`src/jvc_pkg.sv`:
```
`timescale 1ns / 1ps
`default_nettype none

package jvc_pkg;

  // Configuration register indexes, taken from paddr[4:2].
  typedef logic [2:0] jvc_reg_idx_t;
  localparam jvc_reg_idx_t REG_ADC_CENTER    = 3'd0;
  localparam jvc_reg_idx_t REG_ADC_HALF_SPAN = 3'd1;
  localparam jvc_reg_idx_t REG_DEAD_ZONE     = 3'd2;
  localparam jvc_reg_idx_t REG_FWD_SPEED_MAX = 3'd3;
  localparam jvc_reg_idx_t REG_SIDE_SPEED_MAX = 3'd4;
  localparam jvc_reg_idx_t REG_TURN_SPEED_MAX = 3'd5;
  localparam jvc_reg_idx_t REG_DEBOUNCE_TICKS = 3'd6;
  localparam jvc_reg_idx_t REG_IDLE_LIMIT_MS = 3'd7;

  // Register reset values.
  localparam logic [11:0] RST_ADC_CENTER    = 12'd2048;
  localparam logic [11:0] RST_ADC_HALF_SPAN = 12'd2048;
  localparam logic [14:0] RST_DEAD_ZONE     = 15'd1638;
  localparam logic [15:0] RST_SPEED_MAX     = 16'd256;
  localparam logic [7:0]  RST_DEBOUNCE      = 8'd5;
  localparam logic [31:0] RST_IDLE_LIMIT    = 32'd500;

  // Q1.15 full scale and the activity threshold on the Q1.15 x Q8.8 product.
  // A product magnitude above this equals a speed above 0.01 in real units.
  localparam logic [15:0] ONE_Q15    = 16'h8000;
  localparam logic [31:0] ACT_THRESH = 32'd83886;

  // Status of the serial divider as seen by the sequencer.
  typedef struct packed {
    logic busy;
    logic done;
  } jvc_div_stat_t;

endpackage

`default_nettype wire

```
`src/jvc_ifs.sv`:
```
`timescale 1ns / 1ps
`default_nettype none

// Joystick sample channel.
interface jvc_in_if #(
  parameter int ADC_BITS = 12
);
  logic                valid;
  logic                ready;
  logic [ADC_BITS-1:0] stick_x;
  logic [ADC_BITS-1:0] stick_y;
  logic                left_pressed;
  logic                right_pressed;
  logic [31:0]         time_ms;

  modport source (output valid, stick_x, stick_y, left_pressed, right_pressed, time_ms,
                  input ready);
  modport sink (input valid, stick_x, stick_y, left_pressed, right_pressed, time_ms,
                output ready);
endinterface

// Velocity command channel.
interface jvc_out_if;
  logic               valid;
  logic               ready;
  logic signed [16:0] speed_x;
  logic signed [16:0] speed_y;
  logic signed [16:0] speed_yaw;
  logic               command_valid;

  modport source (output valid, speed_x, speed_y, speed_yaw, command_valid, input ready);
  modport sink (input valid, speed_x, speed_y, speed_yaw, command_valid, output ready);
endinterface

`default_nettype wire

```
`src/jvc_divider.sv`:
```
`timescale 1ns / 1ps
`default_nettype none

// Restoring divider, one quotient bit per cycle. The dividend is the
// magnitude shifted left by 15, so the quotient is the Q1.15 ratio.
module jvc_divider #(
  parameter int ADC_BITS = 12
) (
  input  wire                             clk,
  input  wire                             rst_n,
  input  wire                             start,
  input  wire [ADC_BITS-1:0]              mag,
  input  wire [11:0]                      divisor,
  output logic [ADC_BITS+14:0]            quotient,
  output jvc_pkg::jvc_div_stat_t          stat
);
  import jvc_pkg::*;

  localparam int NB   = ADC_BITS + 15;
  localparam int CNTW = $clog2(NB + 1);
  localparam logic [CNTW-1:0] NB_CNT = CNTW'(NB);

  logic [NB-1:0]   quo_r;
  logic [11:0]     rem_r;
  logic [11:0]     div_r;
  logic [CNTW-1:0] cnt_r;
  logic            done_r;

  logic [12:0] trial;
  logic [12:0] diff;
  logic        fits;

  // One restoring step: bring in the next dividend bit and try a subtract.
  assign trial = {rem_r, quo_r[NB-1]};
  assign diff  = trial - {1'b0, div_r};
  assign fits  = trial >= {1'b0, div_r};

  always_ff @(posedge clk) begin
    if (!rst_n) begin
      cnt_r  <= '0;
      done_r <= 1'b0;
    end else begin
      done_r <= 1'b0;
      if (start) begin
        quo_r <= {mag, 15'd0};
        rem_r <= '0;
        div_r <= divisor;
        cnt_r <= NB_CNT;
      end else if (cnt_r != '0) begin
        quo_r <= {quo_r[NB-2:0], fits};
        rem_r <= fits ? diff[11:0] : trial[11:0];
        cnt_r <= cnt_r - 1'b1;
        if (cnt_r == CNTW'(1)) begin
          done_r <= 1'b1;
        end
      end
    end
  end

  assign quotient  = quo_r;
  assign stat.busy = (cnt_r != '0);
  assign stat.done = done_r;

endmodule

`default_nettype wire

```
`src/jvc_debounce.sv`:
```
`timescale 1ns / 1ps
`default_nettype none

// Count-based debouncer: the level flips after enough consecutive differing
// samples, and a sample equal to the level clears the count.
module jvc_debounce #(
  parameter int COUNT_BITS = 8
) (
  input  wire        clk,
  input  wire        rst_n,
  input  wire        en,
  input  wire        raw,
  input  wire [7:0]  ticks,
  output logic       level
);
  localparam int LW = (COUNT_BITS + 1 > 8) ? COUNT_BITS + 1 : 8;
  localparam logic [LW-1:0] CNT_MAX = LW'((1 << COUNT_BITS) - 1);

  logic                  level_r;
  logic [COUNT_BITS-1:0] cnt_r;
  logic [LW-1:0]         ticks_ext;
  logic [LW-1:0]         limit;
  logic [LW-1:0]         cnt_ext;
  logic [LW-1:0]         cnt_inc;

  // The flip threshold is capped at what the counter can hold.
  assign ticks_ext = LW'(ticks);
  assign limit     = (ticks_ext < CNT_MAX) ? ticks_ext : CNT_MAX;
  assign cnt_ext   = LW'(cnt_r);
  assign cnt_inc   = cnt_ext + 1'b1;

  always_ff @(posedge clk) begin
    if (!rst_n) begin
      level_r <= 1'b0;
      cnt_r   <= '0;
    end else if (en) begin
      if (raw == level_r) begin
        cnt_r <= '0;
      end else if (cnt_ext < limit) begin
        if (cnt_inc >= limit) begin
          level_r <= raw;
          cnt_r   <= '0;
        end else begin
          cnt_r <= cnt_inc[COUNT_BITS-1:0];
        end
      end
    end
  end

  assign level = level_r;

endmodule

`default_nettype wire

```
`src/joystick_velocity_conditioner.sv`:
```
`timescale 1ns / 1ps
`default_nettype none

// Channel   Direction  Handshake        Payload
// in_ch     sink       valid / ready    stick_x, stick_y, left_pressed, right_pressed, time_ms
// out_ch    source     valid / ready    speed_x, speed_y, speed_yaw, command_valid
// APB       slave      psel / penable   paddr, pwdata, prdata (pready tied high)
//
// A sample passes from acceptance to a loaded result through two serial divisions of
// ADC_BITS+15 steps each, two multiply states and a load state. in_ch.ready is high
// only while the sequencer is idle, so a new sample is accepted only after the previous
// result has been loaded into the output register.
// A waiting result does not block the next sample; a new result waits until the old is taken.
// rst_n is synchronous and active low; restores register defaults and clears control state.
module joystick_velocity_conditioner #(
  parameter int ADC_BITS   = 12,
  parameter int COUNT_BITS = 8
) (
  input  wire          clk,
  input  wire          rst_n,
  jvc_in_if.sink       in_ch,
  jvc_out_if.source    out_ch,
  input  wire          psel,
  input  wire          penable,
  input  wire          pwrite,
  input  wire [4:0]    paddr,
  input  wire [31:0]   pwdata,
  output logic [31:0]  prdata,
  output logic         pready
);
  import jvc_pkg::*;

  localparam int QW = ADC_BITS + 15;
  localparam int CW = (ADC_BITS < 12) ? ADC_BITS : 12;

  typedef enum logic [2:0] {
    S_IDLE,
    S_DIVX,
    S_DIVY,
    S_MULX,
    S_MULY,
    S_FIN
  } state_t;

  // Configuration registers.
  logic [11:0] adc_center_r;
  logic [11:0] adc_half_span_r;
  logic [14:0] dead_zone_r;
  logic [15:0] fwd_max_r;
  logic [15:0] side_max_r;
  logic [15:0] turn_max_r;
  logic [7:0]  debounce_r;
  logic [31:0] idle_limit_r;

  // Sequencer and datapath registers.
  state_t              state_r;
  logic [ADC_BITS-1:0] stick_y_r;
  logic [31:0]         now_r;
  logic [31:0]         last_active_r;
  logic                sign_x_r;
  logic                sign_y_r;
  logic [15:0]         nmag_x_r;
  logic [15:0]         nmag_y_r;
  logic [31:0]         prod_x_r;
  logic [31:0]         prod_y_r;

  // Output register.
  logic               out_valid_r;
  logic signed [16:0] speed_x_r;
  logic signed [16:0] speed_y_r;
  logic signed [16:0] speed_yaw_r;
  logic               cmd_valid_r;

  logic                in_acc;
  logic                cfg_wr;
  logic [ADC_BITS-1:0] raw_sel;
  logic [ADC_BITS-1:0] center_m;
  logic                diff_neg;
  logic [ADC_BITS-1:0] diff_mag;
  logic [11:0]         divisor;
  logic                div_start;
  logic [QW-1:0]       quotient;
  jvc_div_stat_t       div_stat;
  logic [15:0]         nmag;
  logic [15:0]         mul_a;
  logic [15:0]         mul_b;
  logic [31:0]         mul_p;
  logic                left_level;
  logic                right_level;
  logic                active;
  logic                timed_out;
  logic [31:0]         idle_gap;
  logic signed [16:0]  vx;
  logic signed [16:0]  vy;
  logic signed [16:0]  vyaw;
  logic                out_free;

  assign in_acc = in_ch.valid && in_ch.ready;
  assign cfg_wr = psel && penable && pwrite && pready;

  // Register writes.
  always_ff @(posedge clk) begin
    if (!rst_n) begin
      adc_center_r    <= RST_ADC_CENTER;
      adc_half_span_r <= RST_ADC_HALF_SPAN;
      dead_zone_r     <= RST_DEAD_ZONE;
      fwd_max_r       <= RST_SPEED_MAX;
      side_max_r      <= RST_SPEED_MAX;
      turn_max_r      <= RST_SPEED_MAX;
      debounce_r      <= RST_DEBOUNCE;
      idle_limit_r    <= RST_IDLE_LIMIT;
    end else if (cfg_wr) begin
      case (jvc_reg_idx_t'(paddr[4:2]))
        REG_ADC_CENTER:     adc_center_r    <= pwdata[11:0];
        REG_ADC_HALF_SPAN:  adc_half_span_r <= pwdata[11:0];
        REG_DEAD_ZONE:      dead_zone_r     <= pwdata[14:0];
        REG_FWD_SPEED_MAX:  fwd_max_r       <= pwdata[15:0];
        REG_SIDE_SPEED_MAX: side_max_r      <= pwdata[15:0];
        REG_TURN_SPEED_MAX: turn_max_r      <= pwdata[15:0];
        REG_DEBOUNCE_TICKS: debounce_r      <= pwdata[7:0];
        REG_IDLE_LIMIT_MS:  idle_limit_r    <= pwdata;
        default: ;
      endcase
    end
  end

  // Register readback.
  always_comb begin
    case (jvc_reg_idx_t'(paddr[4:2]))
      REG_ADC_CENTER:     prdata = 32'(adc_center_r);
      REG_ADC_HALF_SPAN:  prdata = 32'(adc_half_span_r);
      REG_DEAD_ZONE:      prdata = 32'(dead_zone_r);
      REG_FWD_SPEED_MAX:  prdata = 32'(fwd_max_r);
      REG_SIDE_SPEED_MAX: prdata = 32'(side_max_r);
      REG_TURN_SPEED_MAX: prdata = 32'(turn_max_r);
      REG_DEBOUNCE_TICKS: prdata = 32'(debounce_r);
      REG_IDLE_LIMIT_MS:  prdata = idle_limit_r;
      default:            prdata = '0;
    endcase
  end

  assign pready = 1'b1;

  // Axis offset from center: X comes straight from the channel at acceptance,
  // Y from the captured sample when the X division finishes.
  assign raw_sel  = (state_r == S_IDLE) ? in_ch.stick_x : stick_y_r;
  assign center_m = ADC_BITS'(adc_center_r[CW-1:0]);
  assign diff_neg = raw_sel < center_m;
  assign diff_mag = diff_neg ? (center_m - raw_sel) : (raw_sel - center_m);

  // A zero half span divides by one, and the clamp then saturates.
  assign divisor   = (adc_half_span_r == 12'd0) ? 12'd1 : adc_half_span_r;
  assign div_start = (state_r == S_IDLE && in_acc) || (state_r == S_DIVX && div_stat.done);

  jvc_divider #(
    .ADC_BITS (ADC_BITS)
  ) u_div (
    .clk      (clk),
    .rst_n    (rst_n),
    .start    (div_start),
    .mag      (diff_mag),
    .divisor  (divisor),
    .quotient (quotient),
    .stat     (div_stat)
  );

  // Dead zone, then clamp to full scale.
  always_comb begin
    if (quotient < QW'(dead_zone_r)) begin
      nmag = '0;
    end else if (quotient > QW'(ONE_Q15)) begin
      nmag = ONE_Q15;
    end else begin
      nmag = quotient[15:0];
    end
  end

  // Shared multiplier, used once per axis.
  assign mul_a = (state_r == S_MULX) ? nmag_x_r : nmag_y_r;
  assign mul_b = (state_r == S_MULX) ? fwd_max_r : side_max_r;
  assign mul_p = mul_a * mul_b;

  // Button debouncers advance once per accepted sample.
  jvc_debounce #(
    .COUNT_BITS (COUNT_BITS)
  ) u_db_left (
    .clk   (clk),
    .rst_n (rst_n),
    .en    (in_acc),
    .raw   (in_ch.left_pressed),
    .ticks (debounce_r),
    .level (left_level)
  );

  jvc_debounce #(
    .COUNT_BITS (COUNT_BITS)
  ) u_db_right (
    .clk   (clk),
    .rst_n (rst_n),
    .en    (in_acc),
    .raw   (in_ch.right_pressed),
    .ticks (debounce_r),
    .level (right_level)
  );

  // Final speeds, activity and idle timeout.
  always_comb begin
    vx = {1'b0, prod_x_r[30:15]};
    if (sign_x_r) begin
      vx = -vx;
    end
    vy = {1'b0, prod_y_r[30:15]};
    if (!sign_y_r) begin
      vy = -vy;
    end
    if (left_level && !right_level) begin
      vyaw = -$signed({1'b0, turn_max_r});
    end else if (right_level && !left_level) begin
      vyaw = $signed({1'b0, turn_max_r});
    end else begin
      vyaw = '0;
    end
  end

  assign active    = (prod_x_r > ACT_THRESH) || (prod_y_r > ACT_THRESH) ||
                     (left_level != right_level);
  assign idle_gap  = now_r - last_active_r;
  assign timed_out = !active && (idle_gap > idle_limit_r);
  assign out_free  = !out_valid_r || out_ch.ready;

  // Sequencer, datapath and output register.
  always_ff @(posedge clk) begin
    if (!rst_n) begin
      state_r       <= S_IDLE;
      out_valid_r   <= 1'b0;
      last_active_r <= '0;
    end else begin
      if (out_ch.ready && state_r != S_FIN) begin
        out_valid_r <= 1'b0;
      end
      case (state_r)
        S_IDLE: begin
          if (in_acc) begin
            sign_x_r  <= diff_neg;
            stick_y_r <= in_ch.stick_y;
            now_r     <= in_ch.time_ms;
            state_r   <= S_DIVX;
          end
        end
        S_DIVX: begin
          if (div_stat.done) begin
            nmag_x_r <= nmag;
            sign_y_r <= diff_neg;
            state_r  <= S_DIVY;
          end
        end
        S_DIVY: begin
          if (div_stat.done) begin
            nmag_y_r <= nmag;
            state_r  <= S_MULX;
          end
        end
        S_MULX: begin
          prod_x_r <= mul_p;
          state_r  <= S_MULY;
        end
        S_MULY: begin
          prod_y_r <= mul_p;
          state_r  <= S_FIN;
        end
        S_FIN: begin
          if (out_free) begin
            out_valid_r <= 1'b1;
            speed_x_r   <= timed_out ? '0 : vx;
            speed_y_r   <= timed_out ? '0 : vy;
            speed_yaw_r <= timed_out ? '0 : vyaw;
            cmd_valid_r <= active;
            if (active) begin
              last_active_r <= now_r;
            end
            state_r <= S_IDLE;
          end
        end
        default: state_r <= S_IDLE;
      endcase
    end
  end

  assign in_ch.ready          = (state_r == S_IDLE);
  assign out_ch.valid         = out_valid_r;
  assign out_ch.speed_x       = speed_x_r;
  assign out_ch.speed_y       = speed_y_r;
  assign out_ch.speed_yaw     = speed_yaw_r;
  assign out_ch.command_valid = cmd_valid_r;

  // An accepted sample keeps the block busy on the next cycle.
  a_busy_after_accept: assert property (@(posedge clk) disable iff (!rst_n)
    in_acc |=> !in_ch.ready)
    else $error("sample accepted while previous one still in work");

  // The divider finishes only while the sequencer waits for it.
  a_div_done_state: assert property (@(posedge clk) disable iff (!rst_n)
    div_stat.done |-> (state_r == S_DIVX || state_r == S_DIVY))
    else $error("divider finished outside a division state");

  // While a division state is current, the divider is running or finishing.
  a_div_running: assert property (@(posedge clk) disable iff (!rst_n)
    (state_r == S_DIVX || state_r == S_DIVY) |-> (div_stat.busy || div_stat.done))
    else $error("division state with an idle divider");

  // A pending result is never overwritten.
  a_hold_result: assert property (@(posedge clk) disable iff (!rst_n)
    (state_r == S_FIN && out_valid_r && !out_ch.ready) |=> (state_r == S_FIN))
    else $error("result loaded over an untaken one");

  // Normalized magnitudes never exceed full scale.
  a_norm_clamped: assert property (@(posedge clk) disable iff (!rst_n)
    (state_r == S_MULX) |-> (nmag_x_r <= ONE_Q15 && nmag_y_r <= ONE_Q15))
    else $error("normalized axis beyond full scale");

endmodule

`default_nettype wire

```
`src/flat_wrapper.sv`:
```
// flat-port wrapper written by rule: the top's interface ports become plain ports
module joystick_velocity_conditioner_flat import jvc_pkg::*;
#(
  parameter int ADC_BITS   = 12,
  parameter int COUNT_BITS = 8
)
  (clk, rst_n, psel, penable, pwrite, paddr, pwdata, prdata, pready, in_ch_valid, in_ch_stick_x, in_ch_stick_y, in_ch_left_pressed, in_ch_right_pressed, in_ch_time_ms, in_ch_ready, out_ch_valid, out_ch_speed_x, out_ch_speed_y, out_ch_speed_yaw, out_ch_command_valid, out_ch_ready);
  jvc_in_if #(.ADC_BITS(ADC_BITS)) in_ch_i ();
  jvc_out_if out_ch_i ();
  input  wire clk;
  input  wire rst_n;
  input  wire psel;
  input  wire penable;
  input  wire pwrite;
  input  wire [4:0] paddr;
  input  wire [31:0] pwdata;
  output logic [31:0] prdata;
  output logic pready;
  input wire logic [$bits(in_ch_i.valid)-1:0] in_ch_valid;
  input wire logic [$bits(in_ch_i.stick_x)-1:0] in_ch_stick_x;
  input wire logic [$bits(in_ch_i.stick_y)-1:0] in_ch_stick_y;
  input wire logic [$bits(in_ch_i.left_pressed)-1:0] in_ch_left_pressed;
  input wire logic [$bits(in_ch_i.right_pressed)-1:0] in_ch_right_pressed;
  input wire logic [$bits(in_ch_i.time_ms)-1:0] in_ch_time_ms;
  output wire logic [$bits(in_ch_i.ready)-1:0] in_ch_ready;
  output wire logic [$bits(out_ch_i.valid)-1:0] out_ch_valid;
  output wire logic [$bits(out_ch_i.speed_x)-1:0] out_ch_speed_x;
  output wire logic [$bits(out_ch_i.speed_y)-1:0] out_ch_speed_y;
  output wire logic [$bits(out_ch_i.speed_yaw)-1:0] out_ch_speed_yaw;
  output wire logic [$bits(out_ch_i.command_valid)-1:0] out_ch_command_valid;
  input wire logic [$bits(out_ch_i.ready)-1:0] out_ch_ready;
  assign in_ch_i.valid = in_ch_valid;
  assign in_ch_i.stick_x = in_ch_stick_x;
  assign in_ch_i.stick_y = in_ch_stick_y;
  assign in_ch_i.left_pressed = in_ch_left_pressed;
  assign in_ch_i.right_pressed = in_ch_right_pressed;
  assign in_ch_i.time_ms = in_ch_time_ms;
  assign in_ch_ready = in_ch_i.ready;
  assign out_ch_valid = out_ch_i.valid;
  assign out_ch_speed_x = out_ch_i.speed_x;
  assign out_ch_speed_y = out_ch_i.speed_y;
  assign out_ch_speed_yaw = out_ch_i.speed_yaw;
  assign out_ch_command_valid = out_ch_i.command_valid;
  assign out_ch_i.ready = out_ch_ready;
  joystick_velocity_conditioner #(.ADC_BITS(ADC_BITS), .COUNT_BITS(COUNT_BITS)) u_core (.clk(clk), .rst_n(rst_n), .in_ch(in_ch_i), .out_ch(out_ch_i), .psel(psel), .penable(penable), .pwrite(pwrite), .paddr(paddr), .pwdata(pwdata), .prdata(prdata), .pready(pready));
endmodule
```
`config.mk`:
```
export PLATFORM = sky130hd
export DESIGN_NAME = joystick_velocity_conditioner_flat
export DESIGN_NICKNAME = d
export VERILOG_FILES = /design/src/jvc_pkg.sv /design/src/jvc_ifs.sv /design/src/jvc_divider.sv /design/src/jvc_debounce.sv /design/src/joystick_velocity_conditioner.sv /design/src/flat_wrapper.sv
export SDC_FILE = /design/constraint.sdc
export NUM_CORES = 2
export LEC_CHECK = 0
export BUFFER_PORTS_ARGS = -buffer_cell sky130_fd_sc_hd__buf_2
export CORE_MARGIN = 8
export CORE_UTILIZATION = 63
export DETAILED_ROUTE_END_ITERATION = 7
export PLACE_DENSITY = 0.84
export SYNTH_ARGS = -nofsm -noshare
export SYNTH_HDL_FRONTEND = slang
export SYNTH_HIERARCHICAL = 1
export SYNTH_SLANG_ARGS = --single-unit
```
`constraint.sdc`:
```
create_clock -name clk -period 8.6 [get_ports clk]
set_input_delay 0.43 -clock clk [delete_from_list [all_inputs] [get_ports clk]]
set_output_delay 0.43 -clock clk [all_outputs]
set_load 0.01 [all_outputs]
```
# Word-level counts from Yosys, hierarchy flattened
# Index checks and enable logic that the tools add are counted.
# classes
addsub	10
multipliers	1
div_mod_pow	0
n_lt_le_gt_ge	12
eq_ne	21
n_shift	0
n_mux	33
bitwise	5
reduce_logical	50
# ops
cell	n
case mux 32 bit (8 select lines)	1
2-to-1 mux 16 bit	7
greater-than comparator 32 x 17 -> 1 bit, second input constant	2
2-to-1 mux 8 bit	7
2-to-1 mux 27 bit	2
negator 16 -> 17 bit	3
2-to-1 mux 12 bit	4
subtractor 12 bit	3
greater-than comparator 32 bit	1
multiplier 16 x 16 -> 32 bit	1
subtractor 32 bit	1
AND reduction 2 bit	14
greater-than comparator 27 x 16 -> 1 bit, second input constant	1
< comparator 27 x 15 -> 1 bit	1
adder 8 x 1 -> 9 bit, second input constant	2
equality test 3 bit, second input constant	6
case mux 3 bit (6 select lines)	1
2-to-1 mux 17 bit	1
AND reduction 3 bit	5
greater-or-equal comparator 13 x 12 -> 1 bit	1
equality test 3 x 2 -> 1 bit, second input constant	4
zero test 12 bit	1
< comparator 12 bit	1
2-to-1 mux 3 bit	4
other kinds (25)	58
# word_totals
ff_bits	432
latchBits	0
ram_bits	0
rom_bits	0
inputBits	102
output_inout_bits	87
memories	0

# Depth between registers and ports, before layout
# depth
depth_word	6
depth_mapped	27
mapped_depth_nobuf	23

# Modules after synthesis
# Netlist, hierarchy kept.
# by_module_without_submodules
module	n_inst	cells_each	area_each_um2	seq_area_each_um2
joystick_velocity_conditioner	1	2965	27276.2	9088.7
jvc_divider	1	249	3010.4	1651.6
jvc_debounce	2	113	939.7	180.2

# Worst setup path after synthesis
# No wires, ideal clock.
# synth_path
path_type	reg-to-reg
startpoint	register u_core.state_r[2]
endpoint	register u_core.prod_x_r[31] (data pin)
arrival_ps	6938
path_slack_ps	1397
path_stages_with_launch	27
n_path_buf	5
synth_period_minus_slack_ps	7203
path_cell_list	dfxtp_1 -> clkbuf_1 -> nand3b_1 -> clkbuf_1 -> clkbuf_1 -> buf_2 -> mux2i_1 -> nor2_1 -> fa_1 -> inv_1 -> fa_1 -> inv_1 -> fa_1 -> fa_1 -> fa_1 -> inv_1 -> fa_1 -> inv_1 -> ha_1 -> clkbuf_1 -> a21o_1 -> o21bai_1 -> a221o_1 -> a21o_1 -> a21oi_1 -> a31oi_1 -> xnor2_1
# synth_between
elab_chain_len	3
word_cells_on_any_way	4
cone_classes	mul (1); eq/ne (1); mux (2)
# synth_rtl
item	line_no	text
start, declared	joystick_velocity_conditioner.sv:56	state_t state_r;
start signal, assigned	joystick_velocity_conditioner.sv:234	state_r <= S_IDLE;
start signal, assigned	joystick_velocity_conditioner.sv:247	state_r <= S_DIVX;
start signal, assigned	joystick_velocity_conditioner.sv:254	state_r <= S_DIVY;
equality test 3 x 2 -> 1 bit *	joystick_velocity_conditioner.sv:179, joystick_velocity_conditioner.sv:180	
2-to-1 mux 16 bit (on tied branches)	joystick_velocity_conditioner.sv:179, joystick_velocity_conditioner.sv:180	
multiplier 16 x 16 -> 32 bit *	joystick_velocity_conditioner.sv:181	assign mul_p = mul_a * mul_b;
via u_core.mul_p[31]	joystick_velocity_conditioner.sv:87	logic [31:0] mul_p;
end signal, assigned	joystick_velocity_conditioner.sv:264	prod_x_r <= mul_p;
end, declared	joystick_velocity_conditioner.sv:64	logic [31:0] prod_x_r;
# The timed path passes the listed nets; every way through them passes the cells marked *.
# A chain may end at the register's enable or synchronous reset.

# Worst setup path in the final report
# layout_path
startpoint	register u_core.state_r[1]
endpoint	register u_core.prod_x_r[30] (data pin)
# Same word-level chain as after synthesis.

==> impl_results.md <==
* Cell variety after synth at 95
* Crit share post-route at 89.7%
* Syn nets at 3,994
* Vias at 25,971
* Avg Cell Area, Syn at 9.35 um2
* R2r worst-path depth at 20
* Post-route ant nets at 0
* Max_cap viols at 0
* Worst Tran Pin Value at 1220 ps
* Initial core utilization at 63.2%
* Sequential-to-total area share from yosys stat at 34.5%
* Vias per std cell at 6.01
* GPL Wtd Cong at 0.973
* CTS tree: done
* Final hold vios at 0
* CP endpoint kind: flop
* Min Hold Slack at 7.05 ps
* Final wirelength at 86,600 um
* Crit path DAT at 8050 ps
* Num CTS Buffers at 45
* Required time worst endpoint at 8940 ps
* # hold bufs at CTS at 36
* Max-slew violation count at 0
* Status: finished, final reports clean
* Fill count at 3,785
* Clock buffer depth at 3
* Worst hold path type: in2reg
* First drt pass iteration count at 7
* Worst Setup EP: u_core/prod_x_r[30]$_DFFE_PP_
* Global-route wire length before repair at 137,000 um
* Prevailing post-synth register cell: edfxtp_1
* PD cells at 144 nW/um2
* Largest net degree at the start of global routing at 88
* Slew headroom at 18.1%
* Core Region at 50,900 um2
* Die Width at 242 um
* Die H at 242 um
* Post-route insts no fill at 4,323
* Synth warnings at 6
* Synth Cell Area at 32,200 um2
* CP max FO at 59
* Min cycle time layout at 7720 ps
* R2r startpoint: u_core/state_r[1]$_SDFFE_PN0P_
* All-Layer GR Usage at 28.7%
* Cells after Synth at 3,440
* Sequential cell area at 11,100 um2
* Nets@finish at 4,159
* EDFF count, synth at 245
* Multi-input gate area at 18,900 um2
* Clk Latency, worst-skew pair at 600 ps
* LEAKAGE at 15.5 nW
* Flop and latch count out of synthesis at 432
* I/O Buffers at 185
* Antenna violations before repair at 5
* Share of cells above drive strength 1 at 10.8%
* Flop2flop setup slack at 880 ps
* RSZ-0062 raised after global routing: false
* Max Fclk at 130 MHz
* DR WL/cell at 20.0 um
* I/O pin cnt at 189
* Worst-path clk slew at 70 ps
* Clock Skew at 34.3 ps
* Core Rows at 83
* Reg-to-reg critical path endpoint: u_core/prod_x_r[30]$_DFFE_PP_
* Setup_tns at 0 ps
* DP Wirelength at 64,900 um
* Grt total ovfl at 0
* VDD IR max at 0.174 mV
* CTS Root Cell: clkbuf_16
* DR iter-0 viols at 2,312
* CTS H-tree lvls at 2
* Die area at 58,500 um2
* Final Setup Violations at 0
* CP Class: reg2reg
* Synthesis-to-layout area growth at 10.6%
* Worst Setup Start Kind: flop
* Post-CTS Resized at 0
* Residual DRC at 0
* Buffer count from post-CTS setup fixing at 0
* Clock sink count at 432
* Asr flop ratio synth at 0%
* Worst setup path start: u_core/state_r[1]$_SDFFE_PN0P_
* Vias in the first global route at 25,571
* Inst Count DP at 4,202
## worst max-delay path: stages (launching register included)
cell and delay, ps:
dfxtp_1 610, nand3b_1 380, buf_12 330, mux2i_1 690, nor2_1 140, fa_1 530
fa_1 520, fa_1 530, fa_1 530, fa_1 550, inv_1 50, fa_1 520
inv_1 50, ha_1 370, a21oi_1 280, o211ai_1 170, nand4_1 140, a211oi_1 80
a2111oi_0 410, a21oi_1 140, xor2_1 370
## worst min path at each step
stage / end / cells past startpoint / from
floorplan: u_core/adc_half_span_r[0]$_SDFFE_PN0P_ / 2 / u_core/adc_half_span_r[0]$_SDFFE_PN0P_
global placement: u_core/idle_limit_r[15]$_SDFFE_PN0P_ / 2 / u_core/idle_limit_r[15]$_SDFFE_PN0P_
detailed placement: u_core/idle_limit_r[15]$_SDFFE_PN0P_ / 2 / u_core/idle_limit_r[15]$_SDFFE_PN0P_
CTS: u_core/now_r[2]$_DFFE_PP_ / 1 / in_ch_time_ms[2]
global route: u_core/stick_y_r[5]$_DFFE_PP_ / 1 / in_ch_stick_y[5]
finish: u_core/stick_y_r[5]$_DFFE_PP_ / 1 / in_ch_stick_y[5]
## metal layers
layer  share of wire [%]  vias to the layer above  wire length, um  global-route usage [%]
met5               0.060                        -               52                       0
met4                 5.0                        8             4330                    13.2
met3                  10                      298             8870                    7.63
met2                  46                     1306            39900                    46.9
met1                  39                    12348            33400                    35.5
li1                    -                    12011                -                       -
## cells in the final DEF, fill, tap and decap left out, types with 16 or more instances in the layout
| cell | count |
|---|---|
| o21a_1 | 20 |
| nand3_1 | 48 |
| o21ai_0 | 88 |
| nand2b_1 | 29 |
| buf_2 | 185 |
| nand2_1 | 463 |
| a211oi_1 | 18 |
| o31ai_1 | 21 |
| buf_4 | 42 |
| xnor2_1 | 75 |
| or3_1 | 17 |
| xor2_1 | 41 |
| a21oi_1 | 250 |
| nor4_1 | 17 |
| nand4_1 | 23 |
| inv_1 | 405 |
| mux2_2 | 37 |
| ha_1 | 254 |
| dlygate4sd3_1 | 36 |
| nor3_1 | 59 |
| dfxtp_1 | 187 |
| nor2b_1 | 53 |
| nor2_1 | 298 |
| o211ai_1 | 30 |
| clkbuf_16 | 47 |
| and3_1 | 16 |
| fa_1 | 198 |
| edfxtp_1 | 245 |
| a21o_1 | 49 |
| mux2i_1 | 116 |
## cells by family after synthesis
logic type / share of synthesized area (%)
buffers and inverters: 6.82
xor gates and xnor gates: 3.30
muxes: 5.82
and+or+nand+nor: 15.4
DFF: 34.5
AOI/OAI and AO/OA: 11.9
other: 0.0117
adders and majority gates: 22.2
## flip-flops by register name (all words and copies together) (netlist names), 15 cells and up
signal,cells
u_core/nmag_y_r,16
u_core/out_ch.speed_yaw,17
u_core/nmag_x_r,16
u_core/fwd_max_r,16
u_core/turn_max_r,16
u_core/side_max_r,16
u_core/dead_zone_r,15
u_core/prod_y_r,32
u_core/u_div/quotient,27
u_core/now_r,32
u_core/prod_x_r,32
u_core/out_ch.speed_y,17
u_core/last_active_r,32
u_core/idle_limit_r,32
u_core/out_ch.speed_x,17
## report_power, final
part           total (W)  internal (W)  switching, W
Sequential       0.00232       0.00226     0.0000536
Clock            0.00205       0.00120      0.000844
Combinational   0.000759      0.000314      0.000445
Total            0.00512       0.00378       0.00134
## final cells by class
cell class                      instances  share of cell area [%]
Antenna cell                            1                 0.00703
Clock buffer                           66                    3.65
Clock inverter                         18                   0.689
Inverter                              408                    4.31
Multi-Input combinational cell       2454                    53.2
Sequential cell                       432                    31.2
Tap cell                              680                    2.39
Timing Repair Buffer                  264                    4.56
## cell usage after synthesis (6+ instances only)
master / instances / area [um2]
nand3b_1: 6 / 45.0
mux2i_1: 116 / 1160
o21ai_0: 88 / 440
nand2_1: 463 / 1740
a21o_1: 49 / 368
xor2_1: 41 / 359
nor4_1: 18 / 113
or2_2: 14 / 87.6
nor2_1: 299 / 1120
a21oi_1: 250 / 1250
o31ai_1: 21 / 158
buf_6: 7 / 78.8
xnor2_1: 75 / 657
nand2b_1: 29 / 181
clkbuf_1: 111 / 417
o41ai_1: 11 / 96.3
a211o_1: 7 / 61.3
fa_1: 198 / 3960
nand4_1: 23 / 144
o21a_1: 20 / 150
mux2_1: 12 / 135
o21bai_1: 11 / 82.6
ha_1: 254 / 3180
mux4_2: 7 / 158
buf_2: 10 / 50.1
or3_1: 17 / 106
a22oi_1: 10 / 75.1
nand3_1: 48 / 240
a21boi_0: 7 / 52.6
nor3_1: 64 / 320
edfxtp_1: 245 / 7360
inv_1: 405 / 1520
dfxtp_1: 187 / 3740
o22ai_1: 8 / 50.1
and2_1: 15 / 93.8
o211ai_1: 30 / 225
clkbuf_2: 6 / 30.0
or4_1: 8 / 60.1
a211oi_1: 19 / 143
a221oi_1: 8 / 70.1
mux2_2: 37 / 417
and3_1: 17 / 106
o21ai_1: 7 / 35.0
nor2b_1: 53 / 332
a31oi_1: 14 / 87.6
## per-stage QoR
stage,power (W),utilization [%],setup slack (ps),instance area (um2)
6_report,0.00512,69.9,884,35600
5_1_grt,0.00531,69.9,483,35600
4_1_cts,0.00512,69.9,964,35600
3_5_place_dp,0.00308,66.2,1030,33700
3_3_place_gp,0.00306,66.2,1110,33700
2_1_floorplan,0.00289,-,1400,32200
(Power assumes the default switching activity.)
